==> src/rtl/fdt_pkg.sv <==
`default_nettype none
package fdt_pkg;
	localparam int unsigned VALUE_BITS = 31;
	localparam int unsigned CNT_BITS = $clog2(VALUE_BITS + 1);

	typedef logic [VALUE_BITS-1:0] value_t;

	typedef enum logic [3:0] {
		ST_IDLE,
		ST_CHECK,
		ST_DIV,
		ST_DIVWAIT,
		ST_DECIDE,
		ST_LEG,
		ST_LEGWAIT,
		ST_LEGDECIDE,
		ST_NEXT,
		ST_OUT
	} state_t;

	typedef enum logic [1:0] {
		DV_REST_CAND,
		DV_Q_CAND,
		DV_REST_BOUND
	} div_sel_t;

	typedef struct packed {
		logic     load;
		logic     div_start;
		div_sel_t div_sel;
		logic     take_factor;
		logic     leg_init;
		logic     leg_accum;
		logic     next_cand;
		logic     use_rest;
		logic     fail;
	} cmd_t;

	typedef struct packed {
		logic div_done;
		logic rest_is_one;
		logic rest_gt_one;
		logic cand_ok;
		logic rem_zero;
		logic leg_more;
		logic leg_met;
		logic divisor_zero;
		logic exp_nonzero;
	} sts_t;
endpackage
`default_nettype wire

==> src/rtl/fdt_divider.sv <==
`default_nettype none
module fdt_divider (
	input  wire logic            clk,
	input  wire logic            arst_n,
	input  wire logic            start,
	input  fdt_pkg::value_t      dividend,
	input  fdt_pkg::value_t      dvsr,
	output fdt_pkg::value_t      quot,
	output fdt_pkg::value_t      rem,
	output logic                 done
);
	localparam int unsigned VB = fdt_pkg::VALUE_BITS;
	fdt_pkg::value_t      q_q;
	fdt_pkg::value_t      d_q;
	logic [VB:0]          r_q;
	logic [fdt_pkg::CNT_BITS-1:0] cnt_q;
	logic                 busy_q;
	logic [VB:0]          shifted;
	logic [VB:0]          diff;

	assign shifted = {r_q[VB-1:0], q_q[VB-1]};
	assign diff    = shifted - {1'b0, d_q};

	always_ff @(posedge clk or negedge arst_n) begin
		if (!arst_n) begin
			busy_q <= 1'b0;
			done   <= 1'b0;
			cnt_q  <= '0;
		end else begin
			done <= 1'b0;
			if (start) begin
				busy_q <= 1'b1;
				cnt_q  <= fdt_pkg::CNT_BITS'(VB);
			end else if (busy_q) begin
				cnt_q <= cnt_q - fdt_pkg::CNT_BITS'(1);
				if (cnt_q == fdt_pkg::CNT_BITS'(1)) begin
					busy_q <= 1'b0;
					done   <= 1'b1;
				end
			end
		end
	end

	always_ff @(posedge clk) begin
		if (start) begin
			q_q <= dividend;
			d_q <= dvsr;
			r_q <= '0;
		end else if (busy_q) begin
			if (!diff[VB]) begin
				r_q <= diff;
				q_q <= {q_q[VB-2:0], 1'b1};
			end else begin
				r_q <= shifted;
				q_q <= {q_q[VB-2:0], 1'b0};
			end
		end
	end

	assign quot = q_q;
	assign rem  = r_q[VB-1:0];
endmodule
`default_nettype wire

==> src/rtl/fdt_datapath.sv <==
`default_nettype none
module fdt_datapath (
	input  wire logic           clk,
	input  wire logic           arst_n,
	input  fdt_pkg::cmd_t       cmd,
	output fdt_pkg::sts_t       sts,
	input  fdt_pkg::value_t     factorial_arg,
	input  fdt_pkg::value_t     divisor,
	output logic                result
);
	fdt_pkg::value_t rest_q, cand_q, f_q, q_q, exp_q, cnt_q, p_q;
	logic            res_q;
	fdt_pkg::value_t dv_a, dv_b, quot, rem;
	logic            done;

	always_comb begin
		case (cmd.div_sel)
			fdt_pkg::DV_REST_CAND:  begin dv_a = rest_q; dv_b = cand_q; end
			fdt_pkg::DV_Q_CAND:     begin dv_a = q_q;    dv_b = p_q;    end
			fdt_pkg::DV_REST_BOUND: begin dv_a = rest_q; dv_b = cand_q; end
			default:                begin dv_a = rest_q; dv_b = cand_q; end
		endcase
	end

	fdt_divider u_div (
		.clk(clk), .arst_n(arst_n), .start(cmd.div_start),
		.dividend(dv_a), .dvsr(dv_b), .quot(quot), .rem(rem), .done(done)
	);

	always_ff @(posedge clk) begin
		if (cmd.load) begin
			rest_q <= divisor;
			f_q    <= factorial_arg;
			cand_q <= fdt_pkg::value_t'(2);
			exp_q  <= '0;
			res_q  <= 1'b1;
		end
		if (cmd.take_factor) begin
			rest_q <= quot;
			exp_q  <= exp_q + fdt_pkg::value_t'(1);
		end
		if (cmd.leg_init) begin
			q_q   <= f_q;
			cnt_q <= '0;
			p_q   <= cmd.use_rest ? rest_q : cand_q;
			if (cmd.use_rest)
				exp_q <= fdt_pkg::value_t'(1);
		end
		if (cmd.leg_accum) begin
			q_q   <= quot;
			cnt_q <= cnt_q + quot;
		end
		if (cmd.next_cand) begin
			cand_q <= cand_q + fdt_pkg::value_t'(1);
			exp_q  <= '0;
		end
		if (cmd.fail)
			res_q <= 1'b0;
	end

	assign sts.div_done     = done;
	assign sts.rest_is_one  = rest_q == fdt_pkg::value_t'(1);
	assign sts.rest_gt_one  = rest_q > fdt_pkg::value_t'(1);
	assign sts.cand_ok      = cand_q <= quot;
	assign sts.rem_zero     = rem == '0;
	assign sts.leg_more     = (q_q >= p_q) && (cnt_q < exp_q);
	assign sts.leg_met      = cnt_q >= exp_q;
	assign sts.divisor_zero = rest_q == '0;
	assign sts.exp_nonzero  = exp_q != '0;
	assign result           = res_q;
endmodule
`default_nettype wire

==> src/rtl/fdt_ctrl.sv <==
`default_nettype none
module fdt_ctrl (
	input  wire logic       clk,
	input  wire logic       arst_n,
	input  wire logic       in_valid,
	output logic            in_stall,
	output logic            out_valid,
	input  wire logic       out_stall,
	output fdt_pkg::cmd_t   cmd,
	input  fdt_pkg::sts_t   sts
);
	fdt_pkg::state_t state_q, state_d;
	logic            use_rest_q, use_rest_d;

	always_ff @(posedge clk or negedge arst_n) begin
		if (!arst_n) begin
			state_q    <= fdt_pkg::ST_IDLE;
			use_rest_q <= 1'b0;
		end else begin
			state_q    <= state_d;
			use_rest_q <= use_rest_d;
		end
	end

	always_comb begin
		state_d    = state_q;
		use_rest_d = use_rest_q;
		cmd        = '0;
		cmd.div_sel = fdt_pkg::DV_REST_CAND;
		in_stall   = 1'b1;
		out_valid  = 1'b0;
		case (state_q)
			fdt_pkg::ST_IDLE: begin
				in_stall = 1'b0;
				if (in_valid) begin
					cmd.load = 1'b1;
					state_d  = fdt_pkg::ST_CHECK;
				end
			end
			fdt_pkg::ST_CHECK: begin
				if (sts.divisor_zero) begin
					cmd.fail = 1'b1;
					state_d  = fdt_pkg::ST_OUT;
				end else if (sts.rest_is_one) begin
					state_d = fdt_pkg::ST_OUT;
				end else begin
					cmd.div_start = 1'b1;
					state_d       = fdt_pkg::ST_DIVWAIT;
				end
			end
			fdt_pkg::ST_DIVWAIT: begin
				if (sts.div_done) begin
					if (!sts.exp_nonzero && !sts.cand_ok) begin
						if (sts.rest_gt_one) begin
							cmd.leg_init = 1'b1;
							cmd.use_rest = 1'b1;
							use_rest_d   = 1'b1;
							state_d      = fdt_pkg::ST_LEG;
						end else
							state_d = fdt_pkg::ST_OUT;
					end else
						state_d = fdt_pkg::ST_DECIDE;
				end
			end
			fdt_pkg::ST_DECIDE: begin
				if (sts.rem_zero) begin
					cmd.take_factor = 1'b1;
					state_d         = fdt_pkg::ST_DIV;
				end else if (sts.exp_nonzero) begin
					cmd.leg_init = 1'b1;
					use_rest_d   = 1'b0;
					state_d      = fdt_pkg::ST_LEG;
				end else begin
					cmd.next_cand = 1'b1;
					state_d       = fdt_pkg::ST_CHECK;
				end
			end
			fdt_pkg::ST_DIV: begin
				cmd.div_start = 1'b1;
				state_d       = fdt_pkg::ST_DIVWAIT;
			end
			fdt_pkg::ST_LEG: begin
				if (sts.leg_more) begin
					cmd.div_start = 1'b1;
					cmd.div_sel   = fdt_pkg::DV_Q_CAND;
					state_d       = fdt_pkg::ST_LEGWAIT;
				end else
					state_d = fdt_pkg::ST_LEGDECIDE;
			end
			fdt_pkg::ST_LEGWAIT: begin
				cmd.div_sel = fdt_pkg::DV_Q_CAND;
				if (sts.div_done) begin
					cmd.leg_accum = 1'b1;
					state_d       = fdt_pkg::ST_LEG;
				end
			end
			fdt_pkg::ST_LEGDECIDE: begin
				if (!sts.leg_met) begin
					cmd.fail = 1'b1;
					state_d  = fdt_pkg::ST_OUT;
				end else if (use_rest_q)
					state_d = fdt_pkg::ST_OUT;
				else
					state_d = fdt_pkg::ST_NEXT;
			end
			fdt_pkg::ST_NEXT: begin
				cmd.next_cand = 1'b1;
				state_d       = fdt_pkg::ST_CHECK;
			end
			fdt_pkg::ST_OUT: begin
				out_valid = 1'b1;
				if (!out_stall)
					state_d = fdt_pkg::ST_IDLE;
			end
			default: state_d = fdt_pkg::ST_IDLE;
		endcase
	end
endmodule
`default_nettype wire

==> src/rtl/factorial_divisibility_test_top.sv <==
// One transaction at a time; each trial divisor or Legendre step uses the shared radix-2 divider.
// Divisor 0 or 1 is resolved without the divider; otherwise the run time is set by trial division
// up to the square root of the remaining divisor and by the Legendre steps.
// A new transaction can be taken in the cycle after the result is taken.
// Asynchronous active-low reset returns the controller to idle with no result pending.
`default_nettype none
module factorial_divisibility_test_top (
	input  wire logic                             clk,
	input  wire logic                             arst_n,
	input  wire logic                             in_valid,
	output logic                                  in_stall,
	input  wire logic [fdt_pkg::VALUE_BITS-1:0]   factorial_arg,
	input  wire logic [fdt_pkg::VALUE_BITS-1:0]   divisor,
	output logic                                  out_valid,
	input  wire logic                             out_stall,
	output logic                                  divides
);
	fdt_pkg::cmd_t cmd;
	fdt_pkg::sts_t sts;

	fdt_ctrl u_ctrl (
		.clk(clk), .arst_n(arst_n), .in_valid(in_valid), .in_stall(in_stall),
		.out_valid(out_valid), .out_stall(out_stall), .cmd(cmd), .sts(sts)
	);

	fdt_datapath u_dp (
		.clk(clk), .arst_n(arst_n), .cmd(cmd), .sts(sts),
		.factorial_arg(factorial_arg), .divisor(divisor), .result(divides)
	);
endmodule
`default_nettype wire

==> config.mk <==
export PLATFORM = sky130hd
export DESIGN_NAME = factorial_divisibility_test_top
export DESIGN_NICKNAME = d
export VERILOG_FILES = /design/src/rtl/fdt_pkg.sv /design/src/rtl/fdt_divider.sv /design/src/rtl/fdt_datapath.sv /design/src/rtl/fdt_ctrl.sv /design/src/rtl/factorial_divisibility_test_top.sv
export SDC_FILE = /design/constraint.sdc
export NUM_CORES = 1
export LEC_CHECK = 0
export BUFFER_PORTS_ARGS = -buffer_cell sky130_fd_sc_hd__clkbuf_2
export CORE_MARGIN = 2
export CORE_UTILIZATION = 45
export DETAILED_ROUTE_END_ITERATION = 8
export PLACE_DENSITY = 0.59
export SYNTH_ARGS = -nofsm -noshare
export SYNTH_HDL_FRONTEND = slang
export SYNTH_SLANG_ARGS = --single-unit
==> constraint.sdc <==
create_clock -name clk -period 8.4 [get_ports clk]
set_input_delay 2.1 -clock clk [delete_from_list [all_inputs] [get_ports clk]]
set_output_delay 2.1 -clock clk [all_outputs]
set_load 0.02 [all_outputs]
# Word level (Yosys, flattened, before mapping)
# Cells that the tools add are included.
# totals
regBits,323
output_inout_bits,3
# classes
add_sub_neg,5
order_cmp,5
n_eq_ne,20
mux,73
n_reduce_logical,15
# op_table
cell,n
31-bit 2-to-1 mux,18
31-bit by 1-bit adder with 31-bit output (second input constant),2
31-bit greater-or-equal comparator,2
31-bit zero test,2
4-bit one-hot mux with 10 select lines,1
4-bit 2-to-1 mux,9
1-bit 2-to-1 mux,34
32-bit by 31-bit subtractor with 32-bit output,1
31-bit adder,1
31-bit by 1-bit == test with 1-bit output (second input constant),1
31-bit by 1-bit > comparator with 1-bit output (second input constant),1
31-bit less-or-equal comparator,1
31-bit < comparator,1
31-bit nonzero test,1
4-bit by 3-bit == test with 1-bit output (second input constant),4
5-bit 2-to-1 mux,2
2-bit nonzero test,5
3-bit 2-to-1 mux,3
4-bit by 2-bit == test with 1-bit output (second input constant),2
4-bit == test (second input constant),2
2-bit by 1-bit inequality test with 1-bit output (second input constant),4
2-bit inequality test (second input constant),4
1-bit one-hot mux with 2 select lines,4
6-bit AND reduction,1
10 further kinds,12

# Depth between registers and ports, before layout
# Gate-level depths: netlist of run 1.
# logic_depth
depth_word,8
mapped_depth,13
depth_no_buf,12

# Modules after synthesis
# From an unflattened synthesis of run 1, not the netlist that was laid out.
# hier_totals
cells_unflattened,2029
area_unflattened_um2,20877.5
# by_module_without_submodules
module,n_inst,cells_each,area_per_inst_um2
fdt_datapath,1,1357,14298.7
fdt_divider,1,592,6005.8
fdt_ctrl,1,80,573.0

# Worst setup path before layout of run 1
# Ideal clock, no wire load.
# synth_path
kind,input to register
from,in in_valid
to,reg u_dp.exp_q[9]
arrival_time_ns,3.853
path_slack_ns,4.430
stages,6
path_buffers,1
path_cell_list,nand3_1 clkinv_1 clkbuf_1 nor2_1 a21oi_1 nor2_1
# synth_rtl
element,line,rtl
from (decl),factorial_divisibility_test_top.sv:10,"input wire logic in_valid,"
to (signal assigned),fdt_datapath.sv:40,exp_q <= exp_q + fdt_pkg::value_t'(1);
to (signal assigned),fdt_datapath.sv:47,exp_q <= fdt_pkg::value_t'(1);
to (decl),fdt_datapath.sv:11,"fdt_pkg::value_t rest_q, cand_q, f_q, q_q, exp_q, cnt_q, p_q;"

# Final worst setup path of run 1
# layout_path
from,reg u_dp.u_div.q_q[30] (netlist: u_dp.u_div.quot[30])
to,"reg u_dp.cnt_q[10], enable pin"
# layout_via
elab_chain_len,7
# layout_rtl
element,line,rtl
from (decl),fdt_divider.sv:13,fdt_pkg::value_t q_q;
from (signal assigned),fdt_divider.sv:46,q_q <= dividend;
from (signal assigned),fdt_divider.sv:52,"q_q <= {q_q[VB-2:0], 1'b1};"
from (signal assigned),fdt_divider.sv:55,"q_q <= {q_q[VB-2:0], 1'b0};"
31-bit less-or-equal comparator,fdt_datapath.sv:64,assign sts.cand_ok = cand_q <= quot;
1-bit zero test,fdt_ctrl.sv:53,if (!sts.exp_nonzero && !sts.cand_ok) begin
1-bit logical AND,fdt_ctrl.sv:53,
1-bit 2-to-1 mux,fdt_ctrl.sv:53,
1-bit 2-to-1 mux,fdt_ctrl.sv:52,if (sts.div_done) begin
1-bit one-hot mux with 2 select lines,fdt_ctrl.sv:32,case (state_q)
2-bit nonzero test (no line),--,
to (signal assigned),fdt_datapath.sv:51,cnt_q <= cnt_q + quot;
to (decl),fdt_datapath.sv:11,
# No other way between the ends.
# A chain may end at the register's enable or synchronous reset.

==> flow_metrics.py, run 1 <==
metrics = {
    "placement": {
        "hpwl_mm": 39.8,
        "portBuffers": 68,
        "placed_area_mm2": 0.0207,
        "gp_congestion": 0.902,
    },
    "global_routing": {
        "grt-ovfl-total": 0,
        "busiest_layer": "met2",
        "grt_use_met2_pct": 37.4,
        "use_met1_pct": 31.9,
        "grt_pass1_vias": 15100,
        "use_met3_pct": 3.38,
        "grt_max_degree": 66,
        "track_usage_pct": 23.4,
        "antenna_found_initial": 0,
        "grt_first_pass_wirelength_mm": 84.6,
    },
    "synthesis": {
        "syn_area_mm2": 0.0199,
        "async_flop_share_pct": 3.72,
        "yosysTopAreaCell": "edfxtp_1",
        "yosysUniqueCellTypes": 80,
        "synth.ff_latch_count": 323,
        "netlist.area_leader.share_pct": 37.5,
        "yosysWarnings": 0,
        "synth.area.top_cells": "edfxtp_1 38%, ha_1 10%, dfxtp_1 6.4%",
        "synth_seq_area_share_pct": 45.4,
        "syn_inst": 2009,
        "syn-num-nets": 2236,
        "synth_edf_count": 248,
        "synthFlopType": "edfxtp_1",
        "synth_area_per_cell_um2": 9.88,
    },
    "drt": {
        "wl_mm": 54.0,
        "vias": 15200,
        "drt_iter0_drc": 1290,
        "wl_per_cell_um": 20.3,
        "drc_errors": 0,
        "drt-vias-per-instance": 5.72,
        "drt-pass1-iter-count": 8,
        "antenna_left": 0,
    },
    "timing": {
        "max_freq_mhz": 209,
        "setup_viol": 0,
        "worst-slew-pin-transition_ps": 1120,
        "maxSlewHeadroom_pct": 25.4,
        "slew_violations": 0,
        "min_period_over_period_pct": 57.1,
        "hold_ws_ps": 494,
        "fin_worst_skew_ps": 15.8,
        "setup_tns_ps": 0,
        "rsz0062_at_grt": "no",
        "finalHoldViolCount": 0,
        "min_period_ps": 4790,
    },
    "die": {
        "ios": 69,
        "rows": 76,
        "start_util_pct": 45.9,
        "die-area_mm2": 0.0458,
        "die_w_um": 214,
        "fp.dieH_um": 214,
        "core_mm2": 0.0433,
    },
    "clock_network": {
        "cts.clk_slew.worst_paths_ps": 60,
        "cts_made_buffers": 39,
        "cts_hold_buf": 0,
        "htree_levels": 2,
        "cts_resized": 0,
        "cts_tree": "yes",
        "cts_setup_buffers": 0,
        "cts_buffer_depth": 3,
        "clock_sinks": 323,
        "clock_latency_ps": 560,
        "cts_root_buffer": "clkbuf_16",
    },
    "layout": {
        "layout.nets": 2278,
        "design_area_mm2": 0.0220,
        "syn_to_final_growth_pct": 10.6,
        "diodes": 0,
        "final_layout_size_suffix_gt1_share_pct": 11.1,
        "utilization_pct": 50.8,
    },
    "setup_path": {
        "end_kind": "flop",
        "criticalPathCategory": "reg -> reg",
        "cp-start-kind": "flop",
        "cp.required_ps": 8580,
        "cp.arrival_ps": 4980,
        "cp_max_fo": 39,
        "ff2ff_setup_slack_ps": 3610,
    },
    "hold_path": {
        "hp-class": "reg -> reg",
    },
    "status": {
        "status": "completed",
    },
    "job": {
        "cap_viol_max_count": 0,
    },
    "pwr": {
        "powerDensity_mw_per_mm2": 381,
        "peakVddDrop_v": 0.000262,
        "p_leak_nw": 9.03,
        "p_total_mw": 8.36,
    },
}
## layout make-up
class                      instances  area (um2)
fill                            3987       21300
multi-input combinational       1442        9900
sequential                       323        9010
clock buffer                      50        1060
clock inverter                    20         206
timing repair buffer              81         438
tap                              585         732
inverter                         164         616
## metrics by stage
stage                     instances  setup WS, ps
after floorplan                2009          4430
after global placement         2595          3820
after detailed placement       2595          3690
after CTS                      2665          3680
after global routing           2665          3350
final                          2665          3610
## critical path: stages, from the launching register on
cell	delay [ps]
edfxtp_1	530
inv_1	220
ha_1	360
nand4_1	190
or2_2	370
nor3_1	250
a2111oi_0	150
o22ai_1	320
and3_4	650
or3_2	770
buf_4	590
## final timing paths
kind | startpoint | endpoint | cells past startpoint
worst max-delay path | u_dp.u_div.quot[30] | u_dp.cnt_q[10] | 10
worst min-delay path | u_dp.exp_q[22] | u_dp.exp_q[22] | 2
worst max register to register | u_dp.u_div.quot[30] | u_dp.cnt_q[10] | 10
worst min register to register | u_dp.exp_q[22] | u_dp.exp_q[22] | 2
max in group asynchronous | arst_n | u_dp.u_div.busy_q | 1
min in group asynchronous | arst_n | u_ctrl.state_q[2] | 1
## where the power goes
| group | switching [mW] | internal [mW] |
|---|---|---|
| Sequential | 0.445 | 2.30 |
| Clock | 0.690 | 1.01 |
| Combinational | 2.34 | 1.58 |
| Total | 3.47 | 4.89 |
## per-layer routing
layer / part of all wire (%) / vias to the layer above
li1: - / 7405
met1: 45 / 7284
met2: 45 / 461
met3: 6.1 / 88
met4: 3.5 / 0
met5: 0 / -
## logic make-up (layout without fill, tap and decap cells)
logic type | after synthesis | after routing | share of synthesized area (%)
and+or+nand+nor | 619 | 619 | 15.1
AOI/OAI and AO/OA | 457 | 457 | 13.9
DFF | 323 | 323 | 45.4
buffers and inverters | 244 | 315 | 4.92
adders and majority gates | 161 | 161 | 10.2
muxes | 124 | 124 | 6.85
xor gates and xnor gates | 81 | 81 | 3.57
## synthesized netlist by cell type (6+ instances only)
master	n
o211ai_1	12
nor2b_1	12
inv_1	163
mux2i_1	60
ha_1	159
or3_1	6
nand4_1	39
o21ai_1	7
a31oi_1	22
or2_2	6
nor4_1	27
xnor2_1	43
xor2_1	38
dfrtp_1	12
o21ai_0	154
edfxtp_1	248
buf_1	6
nor2_1	158
mux2_2	52
nand2b_1	22
nand3_1	66
and3_1	20
nor3_1	37
nand2_1	190
a21o_1	38
a211oi_1	36
o21bai_1	9
mux2_4	10
buf_2	10
clkbuf_1	56
a21oi_1	114
dfxtp_1	63
o21a_1	14
## layout by cell type (no fill, tap or decap), types with 6 or more instances in the layout
| master | instances |
|---|---|
| nor2b_1 | 12 |
| nor2_1 | 158 |
| clkbuf_16 | 41 |
| a21oi_1 | 114 |
| o21ai_0 | 154 |
| xnor2_1 | 43 |
| xor2_1 | 38 |
| inv_1 | 162 |
| dfxtp_1 | 63 |
| mux2i_1 | 60 |
| clkinv_1 | 6 |
| nand2b_1 | 22 |
| mux2_2 | 52 |
| edfxtp_1 | 248 |
| a31oi_1 | 22 |
| a211oi_1 | 36 |
| o211ai_1 | 12 |
| o21bai_1 | 9 |
| clkbuf_1 | 9 |
| nor4_1 | 27 |
| nand3_1 | 65 |
| nand4_1 | 39 |
| buf_4 | 13 |
| o21ai_1 | 7 |
| o21a_1 | 14 |
| nor3_1 | 37 |
| ha_1 | 159 |
| a21o_1 | 38 |
| clkbuf_2 | 68 |
| nand2_1 | 189 |
| or2_2 | 6 |
| mux2_4 | 10 |
| dfrtp_1 | 11 |
| and3_1 | 19 |
(Power assumes the default switching activity.)
==> inputs of run 2 (changes only) <==
--- a/config.mk
+++ b/config.mk
@@ -9,7 +9,7 @@
 export CORE_MARGIN = 2
 export CORE_UTILIZATION = 45
 export DETAILED_ROUTE_END_ITERATION = 8
-export PLACE_DENSITY = 0.59
+export PLACE_DENSITY = 0.61
 export SYNTH_ARGS = -nofsm -noshare
 export SYNTH_HDL_FRONTEND = slang
 export SYNTH_SLANG_ARGS = --single-unit
==> constraint.sdc (replaced) <==
create_clock -name clk -period 4.3 [get_ports clk]
set_input_delay 1.075 -clock clk [delete_from_list [all_inputs] [get_ports clk]]
set_output_delay 1.075 -clock clk [all_outputs]
set_load 0.02 [all_outputs]
==> run 2 against run 1 <==
Core utilization is 0.37 points higher; clock power is 97% higher; total power is 97% higher; non-clock buffer count is 16 higher; final cell count is 0.53% higher; sequential power is 96% higher; clock skew is 20 ps higher; worst hold slack worse by 47 ps; largest power group unchanged.
==> flow_metrics.py, run 2 (synthesis gave the netlist of run 1 again) <==
metrics = {
    "status": {
        "status": "completed",
    },
    "clock_network": {
        "cts_buffer_depth": 3,
        "cts_resized": 0,
        "cts.clk_slew.worst_paths_ps": 60,
        "cts_tree": "yes",
        "cts_hold_buf": 0,
        "clock_latency_ps": 560,
        "cts_setup_buffers": 0,
        "htree_levels": 2,
        "cts_root_buffer": "clkbuf_16",
        "clock_sinks": 323,
        "cts_made_buffers": 38,
    },
    "timing": {
        "rsz0062_at_grt": "no",
        "setup_tns_ps": 0,
        "slew_violations": 0,
        "setup_viol": 0,
        "finalHoldViolCount": 0,
        "worst-slew-pin-transition_ps": 715,
        "min_period_ps": 3820,
        "max_freq_mhz": 262,
        "maxSlewHeadroom_pct": 52.0,
        "worst_slack_ps": 476,
        "fin_worst_skew_ps": 35.4,
        "min_period_over_period_pct": 88.9,
    },
    "layout": {
        "diodes": 0,
        "final_layout_size_suffix_gt1_share_pct": 11.7,
        "syn_to_final_growth_pct": 11.4,
        "finalNonFillerCells": 2679,
        "final_common_cell": "edfxtp_1",
        "layout.nets": 2293,
        "most-common-layout-cells": "248 x edfxtp_1, 190 x nand2_1, 162 x inv_1",
    },
    "drt": {
        "vias": 15500,
        "wl_per_cell_um": 20.3,
        "highest_layer": "met4",
        "m1WireLength_mm": 24.7,
        "drt-vias-per-instance": 5.78,
        "antenna_left": 0,
        "drt-pass1-iter-count": 5,
        "wl_met3_mm": 2.65,
        "drc_errors": 0,
        "wl_mm": 54.3,
        "drt_iter0_drc": 1253,
        "routed-wl-met2_mm": 25.7,
    },
    "global_routing": {
        "track_usage_pct": 23.6,
        "grt_pass1_vias": 15300,
        "grt-ovfl-total": 0,
        "antenna_found_initial": 0,
        "grt_first_pass_wirelength_mm": 85.6,
        "grt_max_degree": 65,
    },
    "job": {
        "cap_viol_max_count": 0,
    },
    "die": {
        "ios": 69,
        "rows": 76,
        "die_w_um": 214,
        "core_mm2": 0.0433,
        "fp.dieH_um": 214,
        "start_util_pct": 45.9,
        "die-area_mm2": 0.0458,
    },
    "setup_path": {
        "criticalPathCategory": "reg -> reg",
        "cp.required_ps": 4550,
        "cp.arrival_ps": 4070,
        "cp_max_fo": 35,
        "r2r_cells": 11,
        "end_kind": "flop",
        "cp-start-kind": "flop",
    },
    "pwr": {
        "p_leak_nw": 9.14,
        "powerDensity_mw_per_mm2": 745,
        "p_total_mw": 16.5,
        "peakVddDrop_v": 0.000525,
    },
    "placement": {
        "place_worst_setup_slack_ps": 466,
        "hpwl_mm": 40.1,
        "portBuffers": 68,
        "dp.cells": 2611,
        "gp_congestion": 0.925,
    },
    "hold_path": {
        "hp-class": "in -> async",
    },
}
[run 2: cell types whose count changed in the layout (fill, tap and decap cells not counted), sizes merged]
cell	delta
clkinv	-2
clkbuf	-1
clkinvlp	-3
bufinv	+1
inv	+3
buf	+16
[run 2: worst paths after layout]
kind                            slack, ps                end                 from
worst max-delay path                  480     u_dp.cnt_q[27]  u_dp.u_div.quot[30]
worst min-delay path                  450  u_ctrl.use_rest_q               arst_n
worst max register to register        480     u_dp.cnt_q[27]  u_dp.u_div.quot[30]
worst min register to register        490     u_dp.exp_q[22]       u_dp.exp_q[22]
max in group asynchronous            3520  u_dp.u_div.busy_q               arst_n
min in group clk                      490     u_dp.exp_q[22]       u_dp.exp_q[22]
[run 2: critical path, stage by stage (launching register included)]
cell      delay, ps
edfxtp_1        510
inv_1           160
ha_1            340
nand4_1         140
nor4_2          430
inv_1           110
o41a_1          430
nand3b_1        110
o22ai_1         110
and3_4          340
or3_2           520
buf_4           310
[run 2: per-layer routing]
| metal | vias up | track usage, % |
|---|---|---|
| li1 | 7443 | - |
| met4 | 0 | 7.32 |
| met3 | 81 | 2.99 |
| met5 | - | 0 |
| met1 | 7533 | 31.9 |
| met2 | 424 | 39.5 |
[run 2: final cells by class]
type                            instances  area (um2)
Inverter                              164         616
Fill cell                            3947       21100
Tap cell                              585         732
Multi-Input combinational cell       1442        9900
Sequential cell                       323        9010
Timing Repair Buffer                   97         596
Clock inverter                         19         228
Clock buffer                           49        1040
[run 2: metrics by stage]
step / cell area (um2) / util, % / hold WS [ps]
floorplan: 19900 / - / 457
global placement: 20900 / 48.2 / 478
detailed placement: 20900 / 48.2 / 484
CTS: 22100 / 51.1 / 420
global route: 22100 / 51.1 / 448
finish: 22100 / 51.1 / 447
[run 2: report_power, final]
part           internal (mW)  leakage (nW)  switching, mW
logic                   3.16          5.52           4.61
clock network           2.02         0.622           1.34
registers               4.49          3.00          0.868
==> inputs of run 3 (changes only) <==
--- a/config.mk
+++ b/config.mk
@@ -6,6 +6,7 @@
 export NUM_CORES = 1
 export LEC_CHECK = 0
 export BUFFER_PORTS_ARGS = -buffer_cell sky130_fd_sc_hd__clkbuf_2
+export CORE_ASPECT_RATIO = 1.2
 export CORE_MARGIN = 2
 export CORE_UTILIZATION = 45
 export DETAILED_ROUTE_END_ITERATION = 8
==> run 3 against run 2 <==
Worst setup slack worse by 210 ps; non-clock buffer count is 1 higher; maximum frequency is 5.2% lower; critical endpoint is now u_dp.u_div.quot[27]; count of clock-buffer cells in the layout is 2 higher; sequential power is 0.7% lower; largest cell class unchanged; die area hardly changed; critical path type unchanged; routed wire length is 1.6% lower; clock skew is 20 ps lower; combinational power is 2% lower; register-to-register slack worse by 210 ps; total power is 1.5% lower.
==> flow_metrics.py, run 3 (synthesis gave the netlist of run 1 again) <==
metrics = {
    "status": {
        "status": "completed",
    },
    "pwr": {
        "p_total_mw": 16.2,
        "peakVddDrop_v": 0.000452,
        "powerDensity_mw_per_mm2": 736,
        "p_leak_nw": 9.12,
    },
    "die": {
        "die_w_um": 196,
        "die-area_mm2": 0.0458,
        "rows": 84,
        "fp.dieH_um": 234,
        "start_util_pct": 45.4,
        "core_mm2": 0.0437,
        "ios": 69,
    },
    "setup_path": {
        "critPathMostFrequentCell": "a211oi_1",
        "cp.required_ps": 4570,
        "reg2reg_from": "u_dp.p_q[4]",
        "cp_max_fo": 92,
        "ff2ff_setup_slack_ps": 270,
        "crit_slowest_cell": "a211oi_1",
        "criticalPathCategory": "reg -> reg",
        "r2r_cells": 12,
        "cp-start-kind": "flop",
        "r2r-end": "u_dp.u_div.quot[27]",
        "end_kind": "flop",
        "cp.arrival_ps": 4310,
        "path_cells": "inv_1 -> ha_1 -> a211oi_1 -> nor2_1 -> o31ai_1 -> a31oi_1 -> a211oi_1 -> nor3_1 -> a22oi_2 -> buf_12 -> mux2i_1 -> o21ai_0",
        "cpPeakStageDelay_ps": 670,
    },
    "clock_network": {
        "cts_root_buffer": "clkbuf_16",
        "cts_buffer_depth": 3,
        "clock_latency_ps": 550,
        "cts_made_buffers": 38,
        "cts_setup_buffers": 0,
        "cts_resized": 0,
        "htree_levels": 2,
        "cts_hold_buf": 0,
        "cts.clk_slew.worst_paths_ps": 60,
        "clock_sinks": 323,
        "cts_tree": "yes",
    },
    "timing": {
        "worst-slew-pin-transition_ps": 887,
        "setup_viol": 0,
        "rsz0062_at_grt": "no",
        "min_period_over_period_pct": 93.8,
        "slew_violations": 0,
        "fin_worst_skew_ps": 15.4,
        "maxSlewHeadroom_pct": 39.3,
        "worst_slack_ps": 267,
        "min_period_ps": 4030,
        "finalHoldViolCount": 0,
        "setup_tns_ps": 0,
        "max_freq_mhz": 248,
    },
    "global_routing": {
        "grt_first_pass_wirelength_mm": 83.4,
        "grt_max_degree": 93,
        "grt_pass1_vias": 15100,
        "antenna_found_initial": 1,
        "grt-ovfl-total": 0,
        "track_usage_pct": 23.5,
    },
    "placement": {
        "place_worst_setup_slack_ps": 380,
        "hpwl_mm": 39.7,
        "gp_congestion": 0.959,
        "portBuffers": 68,
    },
    "drt": {
        "wl_mm": 53.4,
        "wl_per_cell_um": 20.1,
        "vias": 15300,
        "drt-pass1-iter-count": 5,
        "drt_iter0_drc": 868,
        "drt-vias-per-instance": 5.77,
        "antenna_left": 0,
        "drc_errors": 0,
    },
    "layout": {
        "diodes": 0,
        "syn_to_final_growth_pct": 11.1,
        "layout.nets": 2294,
        "final_common_cell": "edfxtp_1",
        "final_layout_size_suffix_gt1_share_pct": 11.7,
        "most-common-layout-cells": "248 x edfxtp_1, 190 x nand2_1, 162 x inv_1",
        "nFillCells": 3997,
    },
    "hold_path": {
        "hp-class": "in -> async",
    },
    "job": {
        "cap_viol_max_count": 0,
    },
}
## run 3: how the worst max path moves through the flow
stage                        startpoint             endpoint  slack [ps]  depth (start not counted)
floorplan               u_dp.cand_q[29]        u_dp.cnt_q[0]         460                          9
global placement    u_dp.u_div.quot[30]          u_dp.q_q[6]         350                         10
detailed placement          u_dp.q_q[4]   u_dp.u_div.quot[6]         380                         11
CTS                         u_dp.q_q[4]   u_dp.u_div.quot[6]         360                         11
global route                u_dp.p_q[4]  u_dp.u_div.quot[21]          70                         12
finish                      u_dp.p_q[4]  u_dp.u_div.quot[27]         270                         12
## run 3: metal layers
metal | part of all wire [%] | track usage [%] | vias up
met5 | 0.022 | 0 | -
met4 | 3.8 | 9.80 | 2
met3 | 4.8 | 2.88 | 105
met2 | 49 | 41.2 | 378
met1 | 42 | 29.3 | 7412
li1 | - | - | 7424
## run 3: power by group
group | switching [mW] | internal, mW
combinational | 4.51 | 3.13
sequential | 0.838 | 4.48
clock | 1.31 | 1.96
## run 3: critical path, delay by kind of cell, from the launching register on
| family | cells | cell delay [ps] |
|---|---|---|
| and+or+nand+nor | 2 | 390 |
| adders and majority gates | 1 | 250 |
| buffers and inverters | 2 | 480 |
| muxes | 1 | 330 |
| DFF | 1 | 370 |
| AOI/OAI and AO/OA | 6 | 1810 |
## run 3: final cells by class
cell class | count | area (um2) | area share (%)
Multi-Input combinational cell | 1442 | 9900 | 44.9
Sequential cell | 323 | 9010 | 40.9
Clock buffer | 51 | 1090 | 4.96
Tap cell | 559 | 699 | 3.17
Inverter | 164 | 616 | 2.79
Timing Repair Buffer | 98 | 578 | 2.62
Clock inverter | 16 | 156 | 0.709
## run 3: stage by stage
stage | hold WS, ps | cells | area [um2] | utilization, %
after global placement | 476 | 2586 | 20800 | 47.6
after detailed placement | 485 | 2586 | 20800 | 47.6
final | 450 | 2653 | 22000 | 50.4
after floorplan | 457 | 2009 | 19900 | -
after CTS | 419 | 2653 | 22000 | 50.4
after global routing | 444 | 2653 | 22000 | 50.4
